<file path="src/hdl/slc_pkg.sv">
// Shared types, codes and constants for the shift light LED bar controller.
// No dependencies; used by slc_front, slc_back and the top level through scoped names.
package slc_pkg;

  localparam int TIME_W   = 32;
  localparam int RPM_W    = 16;
  localparam int CFG_W    = 16;
  localparam int CMD_W    = 3;
  localparam int GS_W     = 3;
  localparam int GEAR_W   = 5;
  localparam int CFG_IDX_W = 2;

  // 20*rpm and 17*max_rpm both fit in 21 bits; 6*max_rpm fits in 19.
  localparam int DIFF_W = 21;
  localparam int DEN_W  = 19;

  localparam int MAX_CMDS  = 5;
  localparam int CMD_IDX_W = 3;

  localparam int NUM_LEDS_DEF     = 12;
  localparam int ITEM_Q_DEPTH_DEF = 2;
  localparam int OUT_Q_DEPTH_DEF  = 4;

  localparam logic [CFG_W-1:0] BLINK_DELAY_RST  = 16'd250;
  localparam logic [CFG_W-1:0] NEUTRAL_DELAY_RST = 16'd3000;
  localparam logic [CFG_W-1:0] TACH_PERIOD_RST  = 16'd100;
  localparam logic [CFG_W-1:0] ENGINE_THR_RST   = 16'd10;

  typedef enum logic [CMD_W-1:0] {
    CMD_LED     = 3'd1,
    CMD_BLINK   = 3'd2,
    CMD_NEUTRAL = 3'd3,
    CMD_ANIM    = 3'd4,
    CMD_TACH    = 3'd5
  } cmd_t;

  typedef enum logic [GS_W-1:0] {
    GS_EXITED    = 3'd0,
    GS_FRONT_END = 3'd1,
    GS_PLAYING   = 3'd2,
    GS_PAUSED    = 3'd3
  } game_state_t;

  typedef enum logic [CFG_IDX_W-1:0] {
    REG_BLINK_DELAY   = 2'd0,
    REG_NEUTRAL_DELAY = 2'd1,
    REG_TACH_PERIOD   = 2'd2,
    REG_ENGINE_THR    = 2'd3
  } reg_idx_t;

  typedef enum logic [1:0] {
    PH_OFF   = 2'd0,
    PH_ARMED = 2'd1,
    PH_ON    = 2'd2
  } phase_t;

  typedef struct packed {
    logic [CFG_W-1:0] blink_delay_ms;
    logic [CFG_W-1:0] neutral_delay_ms;
    logic [CFG_W-1:0] tach_period_ms;
    logic [CFG_W-1:0] engine_rpm_threshold;
  } cfg_t;

  // One classified sample as it sits in the queue between front and back.
  typedef struct packed {
    logic [TIME_W-1:0] now_ms;
    logic [RPM_W-1:0]  rpm;
    logic [RPM_W-1:0]  max_rpm;
    logic [DIFF_W-1:0] diff;       // 20*rpm - 17*max_rpm, meaningful when led_gt
    logic              is_menu;    // exited, front end or paused
    logic              is_play;
    logic              gear_zero;
    logic              throttle;
    logic              led_gt;     // 20*rpm > 17*max_rpm
    logic              mx_zero;
    logic              eng_on;
  } item_t;

  typedef struct packed {
    cmd_t             command;
    logic [RPM_W-1:0] value;
    logic             last;
  } result_t;

endpackage

</file>
<file path="src/hdl/slc_fifo.sv">
// Small register queue with count-based full/empty flags.
// Depends on nothing; used for the sample queue and the result queue.
module slc_fifo #(
  parameter int WIDTH = 8,
  parameter int DEPTH = 2
) (
  input  logic             clk,
  input  logic             rst_n,
  input  logic             push,
  input  logic [WIDTH-1:0] wdata,
  output logic             full,
  input  logic             pop,
  output logic [WIDTH-1:0] rdata,
  output logic             empty
);

  localparam int PTR_W = (DEPTH > 1) ? $clog2(DEPTH) : 1;
  localparam int CNT_W = $clog2(DEPTH + 1);
  localparam logic [PTR_W-1:0] LAST_PTR = PTR_W'(DEPTH - 1);
  localparam logic [CNT_W-1:0] FULL_CNT = CNT_W'(DEPTH);

  logic [WIDTH-1:0] mem_r [DEPTH];
  logic [PTR_W-1:0] wr_ptr_r, wr_ptr_nxt;
  logic [PTR_W-1:0] rd_ptr_r, rd_ptr_nxt;
  logic [CNT_W-1:0] cnt_r, cnt_nxt;
  logic             do_push, do_pop;

  assign full    = (cnt_r == FULL_CNT);
  assign empty   = (cnt_r == '0);
  assign do_push = push && !full;
  assign do_pop  = pop && !empty;
  assign rdata   = mem_r[rd_ptr_r];

  always_comb begin
    wr_ptr_nxt = wr_ptr_r;
    rd_ptr_nxt = rd_ptr_r;
    cnt_nxt    = cnt_r;
    if (do_push) begin
      wr_ptr_nxt = (wr_ptr_r == LAST_PTR) ? '0 : wr_ptr_r + PTR_W'(1);
    end
    if (do_pop) begin
      rd_ptr_nxt = (rd_ptr_r == LAST_PTR) ? '0 : rd_ptr_r + PTR_W'(1);
    end
    if (do_push && !do_pop) begin
      cnt_nxt = cnt_r + CNT_W'(1);
    end else if (do_pop && !do_push) begin
      cnt_nxt = cnt_r - CNT_W'(1);
    end
  end

  always_ff @(posedge clk) begin
    if (!rst_n) begin
      wr_ptr_r <= '0;
      rd_ptr_r <= '0;
      cnt_r    <= '0;
    end else begin
      wr_ptr_r <= wr_ptr_nxt;
      rd_ptr_r <= rd_ptr_nxt;
      cnt_r    <= cnt_nxt;
    end
  end

  always_ff @(posedge clk) begin
    if (do_push) begin
      mem_r[wr_ptr_r] <= wdata;
    end
  end

endmodule

</file>
<file path="src/hdl/slc_front.sv">
// Front end: classifies one telemetry sample into a queue entry.
// Depends on slc_pkg (item_t, game state codes).
module slc_front (
  input  logic [slc_pkg::TIME_W-1:0]        now_ms,
  input  logic [slc_pkg::GS_W-1:0]          game_state,
  input  logic [slc_pkg::RPM_W-1:0]         rpm,
  input  logic [slc_pkg::RPM_W-1:0]         max_rpm,
  input  logic signed [slc_pkg::GEAR_W-1:0] gear,
  input  logic                              throttle_nonzero,
  input  logic [slc_pkg::CFG_W-1:0]         eng_threshold,
  output slc_pkg::item_t                    item
);

  logic [slc_pkg::DIFF_W-1:0] rpm_x20;
  logic [slc_pkg::DIFF_W-1:0] max_x17;

  assign rpm_x20 = slc_pkg::DIFF_W'(rpm) * slc_pkg::DIFF_W'(20);
  assign max_x17 = slc_pkg::DIFF_W'(max_rpm) * slc_pkg::DIFF_W'(17);

  always_comb begin
    item.now_ms    = now_ms;
    item.rpm       = rpm;
    item.max_rpm   = max_rpm;
    item.diff      = rpm_x20 - max_x17;
    item.is_menu   = (game_state == slc_pkg::GS_EXITED) ||
                     (game_state == slc_pkg::GS_FRONT_END) ||
                     (game_state == slc_pkg::GS_PAUSED);
    item.is_play   = (game_state == slc_pkg::GS_PLAYING);
    item.gear_zero = (gear == '0);
    item.throttle  = throttle_nonzero;
    item.led_gt    = (rpm_x20 > max_x17);
    item.mx_zero   = (max_rpm == '0);
    item.eng_on    = (rpm > eng_threshold);
  end

endmodule

</file>
<file path="src/hdl/slc_back.sv">
// Back end: restoring divider for the LED count, panel state update and
// command sequencing into the result queue. Depends on slc_pkg.
module slc_back #(
  parameter int NUM_LEDS = slc_pkg::NUM_LEDS_DEF
) (
  input  logic             clk,
  input  logic             rst_n,
  input  logic             q_empty,
  input  slc_pkg::item_t   q_item,
  output logic             q_pop,
  input  slc_pkg::cfg_t    cfg,
  input  logic             out_full,
  output logic             out_push,
  output slc_pkg::result_t out_res
);

  localparam int LED_W  = $clog2(NUM_LEDS + 1);
  localparam int QB     = LED_W;
  localparam int Q_W    = QB + 1;
  localparam int STEP_W = $clog2(QB + 1);
  localparam int NUM_W  = slc_pkg::DIFF_W + $clog2(2 * NUM_LEDS) + 1;
  localparam int CMP_W  = (NUM_W > slc_pkg::DEN_W + QB) ? NUM_W : slc_pkg::DEN_W + QB;
  localparam logic [LED_W-1:0] FULL_BAR = LED_W'(NUM_LEDS);
  localparam int CI_W = slc_pkg::CMD_IDX_W;

  typedef enum logic [3:0] {
    ST_IDLE = 4'b0001,
    ST_DIV  = 4'b0010,
    ST_EXEC = 4'b0100,
    ST_EMIT = 4'b1000
  } state_t;

  function automatic slc_pkg::result_t mk_res(slc_pkg::cmd_t cmd,
                                              logic [slc_pkg::RPM_W-1:0] val);
    slc_pkg::result_t r;
    r.command = cmd;
    r.value   = val;
    r.last    = 1'b0;
    return r;
  endfunction

  state_t state_r, state_nxt;
  slc_pkg::item_t item_r;

  logic [CMP_W-1:0]  rem_r, dsh_r;
  logic [Q_W-1:0]    q_r;
  logic [STEP_W-1:0] step_r;
  logic [NUM_W-1:0]  num_w;
  logic [slc_pkg::DEN_W-1:0] den_w;
  logic              ge_w;

  logic                        anim_on_r;
  logic [LED_W-1:0]            prev_led_r;
  slc_pkg::phase_t             blink_ph_r, neut_ph_r;
  logic [slc_pkg::TIME_W-1:0]  blink_start_r, neut_start_r, tach_time_r;
  logic                        prev_eng_r;
  logic [slc_pkg::RPM_W-1:0]   tach_rpm_r;

  slc_pkg::result_t list_r [slc_pkg::MAX_CMDS];
  logic [CI_W-1:0]  cnt_r, idx_r;

  // EXEC-cycle next values
  logic                        anim_nxt, eng_nxt;
  logic [LED_W-1:0]            led_nxt, n_w;
  slc_pkg::phase_t             blink_ph_nxt, neut_ph_nxt;
  logic [slc_pkg::TIME_W-1:0]  blink_start_nxt, neut_start_nxt, tach_time_nxt;
  logic [slc_pkg::RPM_W-1:0]   tach_rpm_nxt;
  slc_pkg::result_t            list_nxt [slc_pkg::MAX_CMDS];
  logic [CI_W-1:0]             cnt_nxt;
  logic                        blink_gt, neut_gt, tach_gt;
  logic                        emit_last, emit_go;

  assign q_pop = (state_r == ST_IDLE) && !q_empty;

  // numerator 2N*(20r-17m) + 3m, denominator 6m
  assign num_w = NUM_W'(2 * NUM_LEDS) * NUM_W'(q_item.diff) +
                 NUM_W'(q_item.max_rpm) * NUM_W'(3);
  assign den_w = slc_pkg::DEN_W'(q_item.max_rpm) * slc_pkg::DEN_W'(6);
  assign ge_w  = (rem_r >= dsh_r);

  // quotient top bit set means the count is past the bar anyway
  always_comb begin
    if (!item_r.led_gt) begin
      n_w = '0;
    end else if (item_r.mx_zero || (q_r > Q_W'(NUM_LEDS))) begin
      n_w = FULL_BAR;
    end else begin
      n_w = q_r[LED_W-1:0];
    end
  end

  assign blink_gt = (item_r.now_ms - blink_start_r) >
                    slc_pkg::TIME_W'(cfg.blink_delay_ms);
  assign neut_gt  = (item_r.now_ms - neut_start_r) >
                    slc_pkg::TIME_W'(cfg.neutral_delay_ms);
  assign tach_gt  = (item_r.now_ms - tach_time_r) >
                    slc_pkg::TIME_W'(cfg.tach_period_ms);

  always_comb begin
    logic b_arm;
    logic n_arm;
    anim_nxt        = anim_on_r;
    led_nxt         = prev_led_r;
    blink_ph_nxt    = blink_ph_r;
    blink_start_nxt = blink_start_r;
    neut_ph_nxt     = neut_ph_r;
    neut_start_nxt  = neut_start_r;
    eng_nxt         = prev_eng_r;
    tach_time_nxt   = tach_time_r;
    tach_rpm_nxt    = tach_rpm_r;
    cnt_nxt         = '0;
    b_arm           = 1'b0;
    n_arm           = 1'b0;
    for (int i = 0; i < slc_pkg::MAX_CMDS; i++) begin
      list_nxt[i] = mk_res(slc_pkg::CMD_LED, '0);
    end

    if (!anim_on_r && item_r.is_menu) begin
      list_nxt[cnt_nxt] = mk_res(slc_pkg::CMD_ANIM, slc_pkg::RPM_W'(1));
      cnt_nxt = cnt_nxt + CI_W'(1);
      anim_nxt = 1'b1;
    end else if (item_r.is_play) begin
      if (anim_on_r) begin
        list_nxt[cnt_nxt] = mk_res(slc_pkg::CMD_ANIM, '0);
        cnt_nxt = cnt_nxt + CI_W'(1);
        anim_nxt = 1'b0;
      end
      if (prev_led_r != n_w) begin
        list_nxt[cnt_nxt] = mk_res(slc_pkg::CMD_LED, slc_pkg::RPM_W'(n_w));
        cnt_nxt = cnt_nxt + CI_W'(1);
        blink_ph_nxt = slc_pkg::PH_OFF;
        neut_ph_nxt  = slc_pkg::PH_OFF;
      end
      if (blink_ph_nxt == slc_pkg::PH_OFF && n_w == FULL_BAR) begin
        blink_start_nxt = item_r.now_ms;
        blink_ph_nxt    = slc_pkg::PH_ARMED;
        b_arm           = 1'b1;
      end
      // freshly armed timer has zero elapsed time
      if (blink_ph_nxt == slc_pkg::PH_ARMED && !b_arm && blink_gt) begin
        list_nxt[cnt_nxt] = mk_res(slc_pkg::CMD_BLINK, slc_pkg::RPM_W'(1));
        cnt_nxt = cnt_nxt + CI_W'(1);
        blink_ph_nxt = slc_pkg::PH_ON;
      end
      if (prev_eng_r != item_r.eng_on) begin
        list_nxt[cnt_nxt] = mk_res(slc_pkg::CMD_NEUTRAL,
                                   slc_pkg::RPM_W'(item_r.eng_on));
        cnt_nxt = cnt_nxt + CI_W'(1);
        neut_ph_nxt = item_r.eng_on ? slc_pkg::PH_ON : slc_pkg::PH_OFF;
      end
      if (item_r.eng_on && neut_ph_nxt == slc_pkg::PH_OFF && item_r.gear_zero &&
          n_w == '0 && !item_r.throttle) begin
        neut_start_nxt = item_r.now_ms;
        neut_ph_nxt    = slc_pkg::PH_ARMED;
        n_arm          = 1'b1;
      end
      if (neut_ph_nxt == slc_pkg::PH_ON && (!item_r.gear_zero || n_w != '0 ||
          item_r.throttle || !item_r.eng_on)) begin
        list_nxt[cnt_nxt] = mk_res(slc_pkg::CMD_NEUTRAL, '0);
        cnt_nxt = cnt_nxt + CI_W'(1);
        neut_ph_nxt = slc_pkg::PH_OFF;
      end else if (neut_ph_nxt == slc_pkg::PH_ARMED && !n_arm && neut_gt) begin
        list_nxt[cnt_nxt] = mk_res(slc_pkg::CMD_NEUTRAL, slc_pkg::RPM_W'(1));
        cnt_nxt = cnt_nxt + CI_W'(1);
        neut_ph_nxt = slc_pkg::PH_ON;
      end
      led_nxt = n_w;
      eng_nxt = item_r.eng_on;
    end

    // tach check runs in every game state
    if (tach_gt) begin
      tach_time_nxt = item_r.now_ms;
      if (tach_rpm_r != item_r.rpm) begin
        list_nxt[cnt_nxt] = mk_res(slc_pkg::CMD_TACH, item_r.rpm);
        cnt_nxt = cnt_nxt + CI_W'(1);
      end
      tach_rpm_nxt = item_r.rpm;
    end
  end

  assign emit_last = (idx_r == cnt_r - CI_W'(1));
  assign out_push  = (state_r == ST_EMIT);
  assign emit_go   = out_push && !out_full;

  always_comb begin
    out_res      = list_r[idx_r];
    out_res.last = emit_last;
  end

  always_comb begin
    state_nxt = state_r;
    unique case (state_r)
      ST_IDLE: if (!q_empty) state_nxt = ST_DIV;
      ST_DIV:  if (step_r == '0) state_nxt = ST_EXEC;
      ST_EXEC: state_nxt = (cnt_nxt == '0) ? ST_IDLE : ST_EMIT;
      ST_EMIT: if (emit_go && emit_last) state_nxt = ST_IDLE;
      default: state_nxt = ST_IDLE;
    endcase
  end

  always_ff @(posedge clk) begin
    if (!rst_n) begin
      state_r       <= ST_IDLE;
      anim_on_r     <= 1'b0;
      prev_led_r    <= '0;
      blink_ph_r    <= slc_pkg::PH_OFF;
      blink_start_r <= '0;
      neut_ph_r     <= slc_pkg::PH_OFF;
      neut_start_r  <= '0;
      prev_eng_r    <= 1'b0;
      tach_time_r   <= '0;
      tach_rpm_r    <= '0;
      cnt_r         <= '0;
      idx_r         <= '0;
    end else begin
      state_r <= state_nxt;
      if (state_r == ST_EXEC) begin
        anim_on_r     <= anim_nxt;
        prev_led_r    <= led_nxt;
        blink_ph_r    <= blink_ph_nxt;
        blink_start_r <= blink_start_nxt;
        neut_ph_r     <= neut_ph_nxt;
        neut_start_r  <= neut_start_nxt;
        prev_eng_r    <= eng_nxt;
        tach_time_r   <= tach_time_nxt;
        tach_rpm_r    <= tach_rpm_nxt;
        cnt_r         <= cnt_nxt;
        idx_r         <= '0;
      end else if (emit_go) begin
        idx_r <= idx_r + CI_W'(1);
      end
    end
  end

  // payload: sample, divider datapath, command list
  always_ff @(posedge clk) begin
    if (q_pop) begin
      item_r <= q_item;
      rem_r  <= CMP_W'(num_w);
      dsh_r  <= CMP_W'(den_w) << QB;
      q_r    <= '0;
      step_r <= STEP_W'(QB);
    end else if (state_r == ST_DIV) begin
      rem_r  <= ge_w ? rem_r - dsh_r : rem_r;
      dsh_r  <= dsh_r >> 1;
      q_r    <= {q_r[QB-1:0], ge_w};
      step_r <= step_r - STEP_W'(1);
    end
    if (state_r == ST_EXEC) begin
      for (int i = 0; i < slc_pkg::MAX_CMDS; i++) begin
        list_r[i] <= list_nxt[i];
      end
    end
  end

endmodule

</file>
<file path="src/hdl/shift_light_led_bar_controller_unit.sv">
// Shift light LED bar controller, top level: config registers, front end,
// sample queue, back end and result queue. Depends on slc_pkg and all slc_* modules.
// Flow: a popped sample passes the serial divider (LED bits), the state update and the
//   result queue write; the next sample is popped only once its last command is written.
// Commands are written 1 cmd/cycle, stalling while the result queue is full.
// Reset (rst_n low, synchronous): queues empty, panel state cleared, registers to defaults.
module shift_light_led_bar_controller_unit #(
  parameter int NUM_LEDS     = slc_pkg::NUM_LEDS_DEF,
  parameter int ITEM_Q_DEPTH = slc_pkg::ITEM_Q_DEPTH_DEF,
  parameter int OUT_Q_DEPTH  = slc_pkg::OUT_Q_DEPTH_DEF
) (
  input  logic                              clk,
  input  logic                              rst_n,
  // sample input queue side
  input  logic                              in_push,
  output logic                              in_full,
  input  logic [slc_pkg::TIME_W-1:0]        in_now_ms,
  input  logic [slc_pkg::GS_W-1:0]          in_game_state,
  input  logic [slc_pkg::RPM_W-1:0]         in_rpm,
  input  logic [slc_pkg::RPM_W-1:0]         in_max_rpm,
  input  logic signed [slc_pkg::GEAR_W-1:0] in_gear,
  input  logic                              in_throttle_nonzero,
  // command output queue side
  output logic                              out_empty,
  input  logic                              out_pop,
  output logic [slc_pkg::CMD_W-1:0]         out_command,
  output logic [slc_pkg::RPM_W-1:0]         out_value,
  output logic                              out_last,
  // config write port
  input  logic                              cfg_wr_en,
  input  logic [slc_pkg::CFG_IDX_W-1:0]     cfg_index,
  input  logic [slc_pkg::CFG_W-1:0]         cfg_data
);

  localparam int ITEM_W = $bits(slc_pkg::item_t);
  localparam int RES_W  = $bits(slc_pkg::result_t);

  slc_pkg::cfg_t    cfg_r;
  slc_pkg::item_t   front_item, q_item;
  slc_pkg::result_t back_res, out_res;
  logic [ITEM_W-1:0] q_rdata;
  logic [RES_W-1:0]  out_rdata;
  logic              q_empty, q_pop;
  logic              res_full, res_push;

  // Config registers. The user writes them only while the block is idle (the block does
  // not enforce this), so the front and back read them directly with no shadowing.
  always_ff @(posedge clk) begin
    if (!rst_n) begin
      cfg_r.blink_delay_ms       <= slc_pkg::BLINK_DELAY_RST;
      cfg_r.neutral_delay_ms     <= slc_pkg::NEUTRAL_DELAY_RST;
      cfg_r.tach_period_ms       <= slc_pkg::TACH_PERIOD_RST;
      cfg_r.engine_rpm_threshold <= slc_pkg::ENGINE_THR_RST;
    end else if (cfg_wr_en) begin
      unique case (slc_pkg::reg_idx_t'(cfg_index))
        slc_pkg::REG_BLINK_DELAY:   cfg_r.blink_delay_ms       <= cfg_data;
        slc_pkg::REG_NEUTRAL_DELAY: cfg_r.neutral_delay_ms     <= cfg_data;
        slc_pkg::REG_TACH_PERIOD:   cfg_r.tach_period_ms       <= cfg_data;
        slc_pkg::REG_ENGINE_THR:    cfg_r.engine_rpm_threshold <= cfg_data;
        default: ;
      endcase
    end
  end

  // Front: classify the sample (play/menu, 20*rpm vs 17*max, engine on)
  slc_front u_front (
    .now_ms           (in_now_ms),
    .game_state       (in_game_state),
    .rpm              (in_rpm),
    .max_rpm          (in_max_rpm),
    .gear             (in_gear),
    .throttle_nonzero (in_throttle_nonzero),
    .eng_threshold    (cfg_r.engine_rpm_threshold),
    .item             (front_item)
  );

  // Sample queue decouples the input beat from the back end's divider work.
  slc_fifo #(
    .WIDTH (ITEM_W),
    .DEPTH (ITEM_Q_DEPTH)
  ) u_item_q (
    .clk   (clk),
    .rst_n (rst_n),
    .push  (in_push),
    .wdata (front_item),
    .full  (in_full),
    .pop   (q_pop),
    .rdata (q_rdata),
    .empty (q_empty)
  );

  assign q_item = slc_pkg::item_t'(q_rdata);

  // Back: LED count division, panel state update, command sequencing
  slc_back #(
    .NUM_LEDS (NUM_LEDS)
  ) u_back (
    .clk      (clk),
    .rst_n    (rst_n),
    .q_empty  (q_empty),
    .q_item   (q_item),
    .q_pop    (q_pop),
    .cfg      (cfg_r),
    .out_full (res_full),
    .out_push (res_push),
    .out_res  (back_res)
  );

  // Result queue: the head entry drives the out_* ports while not empty.
  slc_fifo #(
    .WIDTH (RES_W),
    .DEPTH (OUT_Q_DEPTH)
  ) u_res_q (
    .clk   (clk),
    .rst_n (rst_n),
    .push  (res_push),
    .wdata (back_res),
    .full  (res_full),
    .pop   (out_pop),
    .rdata (out_rdata),
    .empty (out_empty)
  );

  assign out_res     = slc_pkg::result_t'(out_rdata);
  assign out_command = out_res.command;
  assign out_value   = out_res.value;
  assign out_last    = out_res.last;

endmodule
</file>
<file path="config.mk">
export PLATFORM = sky130hd
export DESIGN_NAME = shift_light_led_bar_controller_unit
export DESIGN_NICKNAME = d
export VERILOG_FILES = /design/src/hdl/slc_pkg.sv /design/src/hdl/slc_fifo.sv /design/src/hdl/slc_front.sv /design/src/hdl/slc_back.sv /design/src/hdl/shift_light_led_bar_controller_unit.sv
export SDC_FILE = /design/constraint.sdc
export NUM_CORES = 2
export LEC_CHECK = 0
export BUFFER_PORTS_ARGS = -buffer_cell sky130_fd_sc_hd__buf_2
export CAP_MARGIN = 20
export CORE_AREA = 2 2 344 346
export CTS_CLUSTER_DIAMETER = 80
export DETAILED_ROUTE_END_ITERATION = 8
export DIE_AREA = 0 0 346 348
export HOLD_SLACK_MARGIN = 0.15
export SYNTH_ARGS = -nofsm -noshare
export SYNTH_HDL_FRONTEND = slang
export SYNTH_SLANG_ARGS = --single-unit
</file>
<file path="constraint.sdc">
create_clock -name clk -period 9.9 [get_ports clk]
set_input_delay 0 -clock clk [delete_from_list [all_inputs] [get_ports clk]]
set_output_delay 0 -clock clk [all_outputs]
set_load 0.1 [all_outputs]
</file>
==> run_results.csv <==
group,metric,value,unit
yosys,post_synth_inst_count,3877,
min_path,hold_path_end,"u_item_q.mem_r[1][43]$_DFFE_PP_",
min_path,hold_path_startpoint,"in_max_rpm[15]",
cells_and_area,multi_input_comb_area,0.02061,mm^2
place,gp_congestion,0.9262,
grt,largest_net_degree_at_the_start_of_global_routing,100,
setup_path,path_delay_family,"compound AO/OA/AOI/OAI gates",
grt,grt_overflow,0,
grt,grt_antenna_before_repair,9,
grt,met3_usage,2.585,%
setup_path,r2r_end,"u_back.state_r[0]$_SDFFE_PN1P_",
setup_path,worst_path_most_repeated_cell,"ha_1",
yosys,ys_async_sr_fraction,0,%
min_path,min_path_cells,2,
timing,relSlewSlack,27.58,%
setup_path,setup.worst_path.start_class,"flop",
setup_path,cp_capture_type,"flop",
setup_path,cpPeakStageDelay,660,ps
timing,final-hold-violation-count,0,
timing,fmax,112.7,MHz
setup_path,rrSetupSlack,1030,ps
routing,first_pass_iters,5,
routing,wl_per_cell,17.44,um
yosys,synth_fp_nets,4322,
floorplanning,die_y,348,um
clock_network,cts_buffers,78,
power,power.switching,6646,uW
routing,drt.antenna.violating_nets,0,
timing,finClkSkew,40.23,ps
setup_path,worst_reg_to_reg_cells,35,
grt,grt_first_pass_wirelength,157.3,mm
grt,global_route.usage.met2,26.56,%
floorplanning,dieWidth,346,um
yosys,netlist_area,0.04052,mm^2
cells_and_area,num-nets-final,4552,
setup_path,critical_path_peak_fanout,9,
power,comb_power_share,55.6,%
floorplanning,core.rowCount,126,
floorplanning,core_area,0.1170,mm^2
setup_path,critical_path_required,10440,ps
cells_and_area,fillers,11385,
grt,via_count_of_the_first_global_routing_pass,28081,
yosys,synth.yosys.warnings,0,
clock_network,ctsHtreeMaxLevel,3,
place,buffer_ports.inserted,117,
power,max-vdd-ir-drop,0.4640,mV
setup_path,path_buf_inv,3,
cells_and_area,utilization,39.91,%
setup_path,timing_worst_setup_path_type,"reg -> reg",
yosys,avgSynthCellArea,10.45,um^2
min_path,hold_class,"in -> reg",
floorplanning,die_area,0.1204,mm^2
power,power_density,330.6,mW/mm^2
setup_path,worstPathArrival,9410,ps
grt,groute.layer.met1.usage,22.33,%
clock_network,cts.path.max_buffers,3,
grt,overall_fraction_of_global_route_tracks_in_use,16.29,%
clock_network,root_buf_cell,"clkbuf_16",
cells_and_area,area_growth_syn_to_layout,15.20,%
outcome,status,"finished clean",
floorplanning,io_pins,118,
timing,grt_setup_unrepaired,"no",
yosys,synth.ff_latch_count,682,
timing,fin_crit_sh,89.63,%
cells_and_area,final_layout_size_suffix_gt1_share,10.55,%
power,seq_power_share,26.2,%
clock_network,cts_num_sinks,682,
clock_network,cts_tree,"done",
timing,worst_slew_pin_tran,1086,ps
setup_path,regToRegStartpoint,"u_back.item_r[62]$_DFFE_PP_",
yosys,synth.lib_cells_used.distinct,100,
cells_and_area,ff_latch_area,0.01822,mm^2
grt,globalRoute.busiestLayer,"met2",
clock_network,cts_post_setup_buffers_inserted,0,
floorplanning,start_util,34.64,%
timing,drv_slew,0,
timing,final.min_clock_period,8873,ps
timing,finalSetupViolations,0,
power,power_switching_share,43.07,%
clock_network,clkSlewWorstSetupHoldPaths,60,ps
power,p_leak,0.01733,uW
place,detailedPlacementHpwl,71.64,mm
routing,drc,0,
routing,finalWirelength,99.64,mm
routing,vias,29124,
setup_path,crit_path_top_delay_cell,"fa_1",
routing,dr.first_iter.drc_count,1902,
power,power.share.clock,18.2,%
setup_path,setup.worst_path.start,"u_back.item_r[62]$_DFFE_PP_",
flow_run,maxCapViolations,0,
yosys,synth-edff-count,456,
yosys,ys_seq_area_share,44.96,%
clock_network,clk-insertion-delay-late,660,ps
timing,fin_setup_tns,0,ps
routing,viasPerCell,5.099,
yosys,synth_flop_cell,"edfxtp_1",
power,internal_power,8785,uW
-- power by group through the flow --
| stage | Clock (uW) | Sequential (uW) | Combinational [uW] |
|---|---|---|---|
| 6_report | 2810 | 4050 | 8570 |
| 5_1_grt | 3000 | 4100 | 9590 |
| 4_1_cts | 2890 | 4060 | 8580 |
| 3_5_place_dp | 0 | 4110 | 8440 |
| 3_3_place_gp | 0 | 4100 | 8360 |
| 2_1_floorplan | 0 | 3950 | 6620 |
-- cell type report --
| class | instances | share of cell area [%] |
|---|---|---|
| Clock buffer | 96 | 4.326 |
| Multi-Input combinational cell | 2733 | 44.15 |
| Tap cell | 1536 | 4.117 |
| Clock inverter | 49 | 1.045 |
| Inverter | 334 | 2.694 |
| Antenna cell | 4 | 0.02144 |
| Timing Repair Buffer | 278 | 4.613 |
| Sequential cell | 682 | 39.03 |
-- logic make-up after synthesis --
kind of cell             synth area share, %
AO/OA/AOI/OAI                          13.98
XOR/XNOR                               4.147
adder cells (fa/ha/maj)                11.22
buffers and inverters                  4.332
flip-flops                             44.96
multiplexers                           7.673
AND/OR/NAND/NOR                        13.69
-- flip-flops by register name, indices dropped and copies added (netlist names), 3 cells and up, named ones only --
| signal | flops |
|---|---|
| u_back.idx_r | 3 |
| u_back.state_r | 4 |
| u_back.blink_start_r | 32 |
| u_back.prev_led_r | 4 |
| u_back.tach_rpm_r | 16 |
| u_back.list_r | 94 |
| u_back.rem_r | 27 |
| u_back.item_r | 55 |
| u_back.q_r | 5 |
| u_back.cnt_r | 3 |
| u_back.step_r | 3 |
| u_back.tach_time_r | 32 |
| u_item_q.mem_r | 182 |
| u_back.dsh_r | 23 |
| cfg_r | 64 |
| u_res_q.mem_r | 80 |
| u_back.neut_start_r | 32 |
| u_res_q.cnt_r | 3 |
-- placed cells by master, fill, tap and decap left out, types with 28 or more instances in the layout --
cell type        n
a21boi_0        96
a21o_1          85
a21oi_1        222
and2_1          98
buf_2          116
clkbuf_16       78
dfxtp_1        225
dlygate4sd3_1  141
edfxtp_1       456
ha_1           325
inv_1          328
mux2_2          94
mux2i_1        116
mux4_2          39
nand2_1        356
nand2b_1        30
nand3_1         50
nand4_1         45
nor2_1         177
nor2b_1        122
nor3_1          52
o211ai_1        44
o21a_1          35
o21ai_0        120
o21bai_1        30
or3_1           28
xnor2_1        120
xor2_1          70
-- routing by layer --
layer	up-vias	wire length (um)
met3	145	4295
met1	13922	47050
met4	10	2673
met2	572	45550
li1	14475	-
met5	-	77
-- synth_stat cells, types with 8 or more instances --
library cell,instances,area (um^2)
edfxtp_1,456,13690
nand2_1,356,1336
inv_1,328,1231
ha_1,325,4066
dfxtp_1,226,4524
a21oi_1,222,1111
nor2_1,180,675.7
nor2b_1,122,763.2
o21ai_0,120,600.6
xnor2_1,120,1051
mux2i_1,116,1161
clkbuf_1,106,397.9
and2_1,98,613.1
a21boi_0,96,720.7
mux2_2,94,1059
a21o_1,85,638.1
xor2_1,70,613.1
nor3_1,52,260.3
nand3_1,50,250.2
nand4_1,45,281.5
o211ai_1,44,330.3
mux4_2,39,878.3
o21a_1,35,262.8
nand2b_1,30,187.7
o21bai_1,30,225.2
or3_1,28,175.2
a211oi_1,25,187.7
a31oi_1,25,156.4
and3_1,24,150.1
fa_1,24,480.5
o22ai_1,24,150.1
nor4_1,22,137.6
o31ai_1,16,120.1
or2_2,16,100.1
nor3b_1,14,105.1
nand3b_1,12,90.09
o21ai_1,12,60.06
buf_2,11,55.05
o31a_1,11,96.34
buf_1,10,37.54
nor4b_1,8,70.07
-- stage by stage --
| step | power, uW | instances | hold WS [ps] | instance area (um^2) | setup WS, ps |
|---|---|---|---|---|---|
| after floorplan | 10570 | 3877 | 98.87 | 40520 | 2411 |
| after global placement | 12460 | 5421 | 187.9 | 42740 | 1380 |
| after detailed placement | 12560 | 5422 | 191.9 | 42750 | 1083 |
| after CTS | 15530 | 5708 | 152.7 | 46670 | 1083 |
| after global routing | 16690 | 5712 | 176.7 | 46680 | 374.6 |
| final | 15430 | 5712 | 196.2 | 46680 | 1027 |
-- repair_timing --
| action | CTS | global route |
|---|---|---|
| hold buffers | 141 | 0 |
| hold endpoints to repair | 275 | 0 |
| gates resized for setup | 0 | 0 |
-- worst max path at each step --
stage | end | slack [ps] | cells past startpoint
after floorplan | u_back.state_r[0]$_SDFFE_PN1P_ | 2410 | 36
after global placement | u_back.state_r[0]$_SDFFE_PN1P_ | 1380 | 35
after detailed placement | u_back.list_r[2][18]$_DFFE_PP_ | 1080 | 34
after CTS | u_back.list_r[2][18]$_DFFE_PP_ | 1080 | 33
after global routing | u_back.list_r[2][18]$_DFFE_PP_ | 370 | 35
final | u_back.state_r[0]$_SDFFE_PN1P_ | 1030 | 35
No activity file was read; power rests on OpenSTA's default activity.
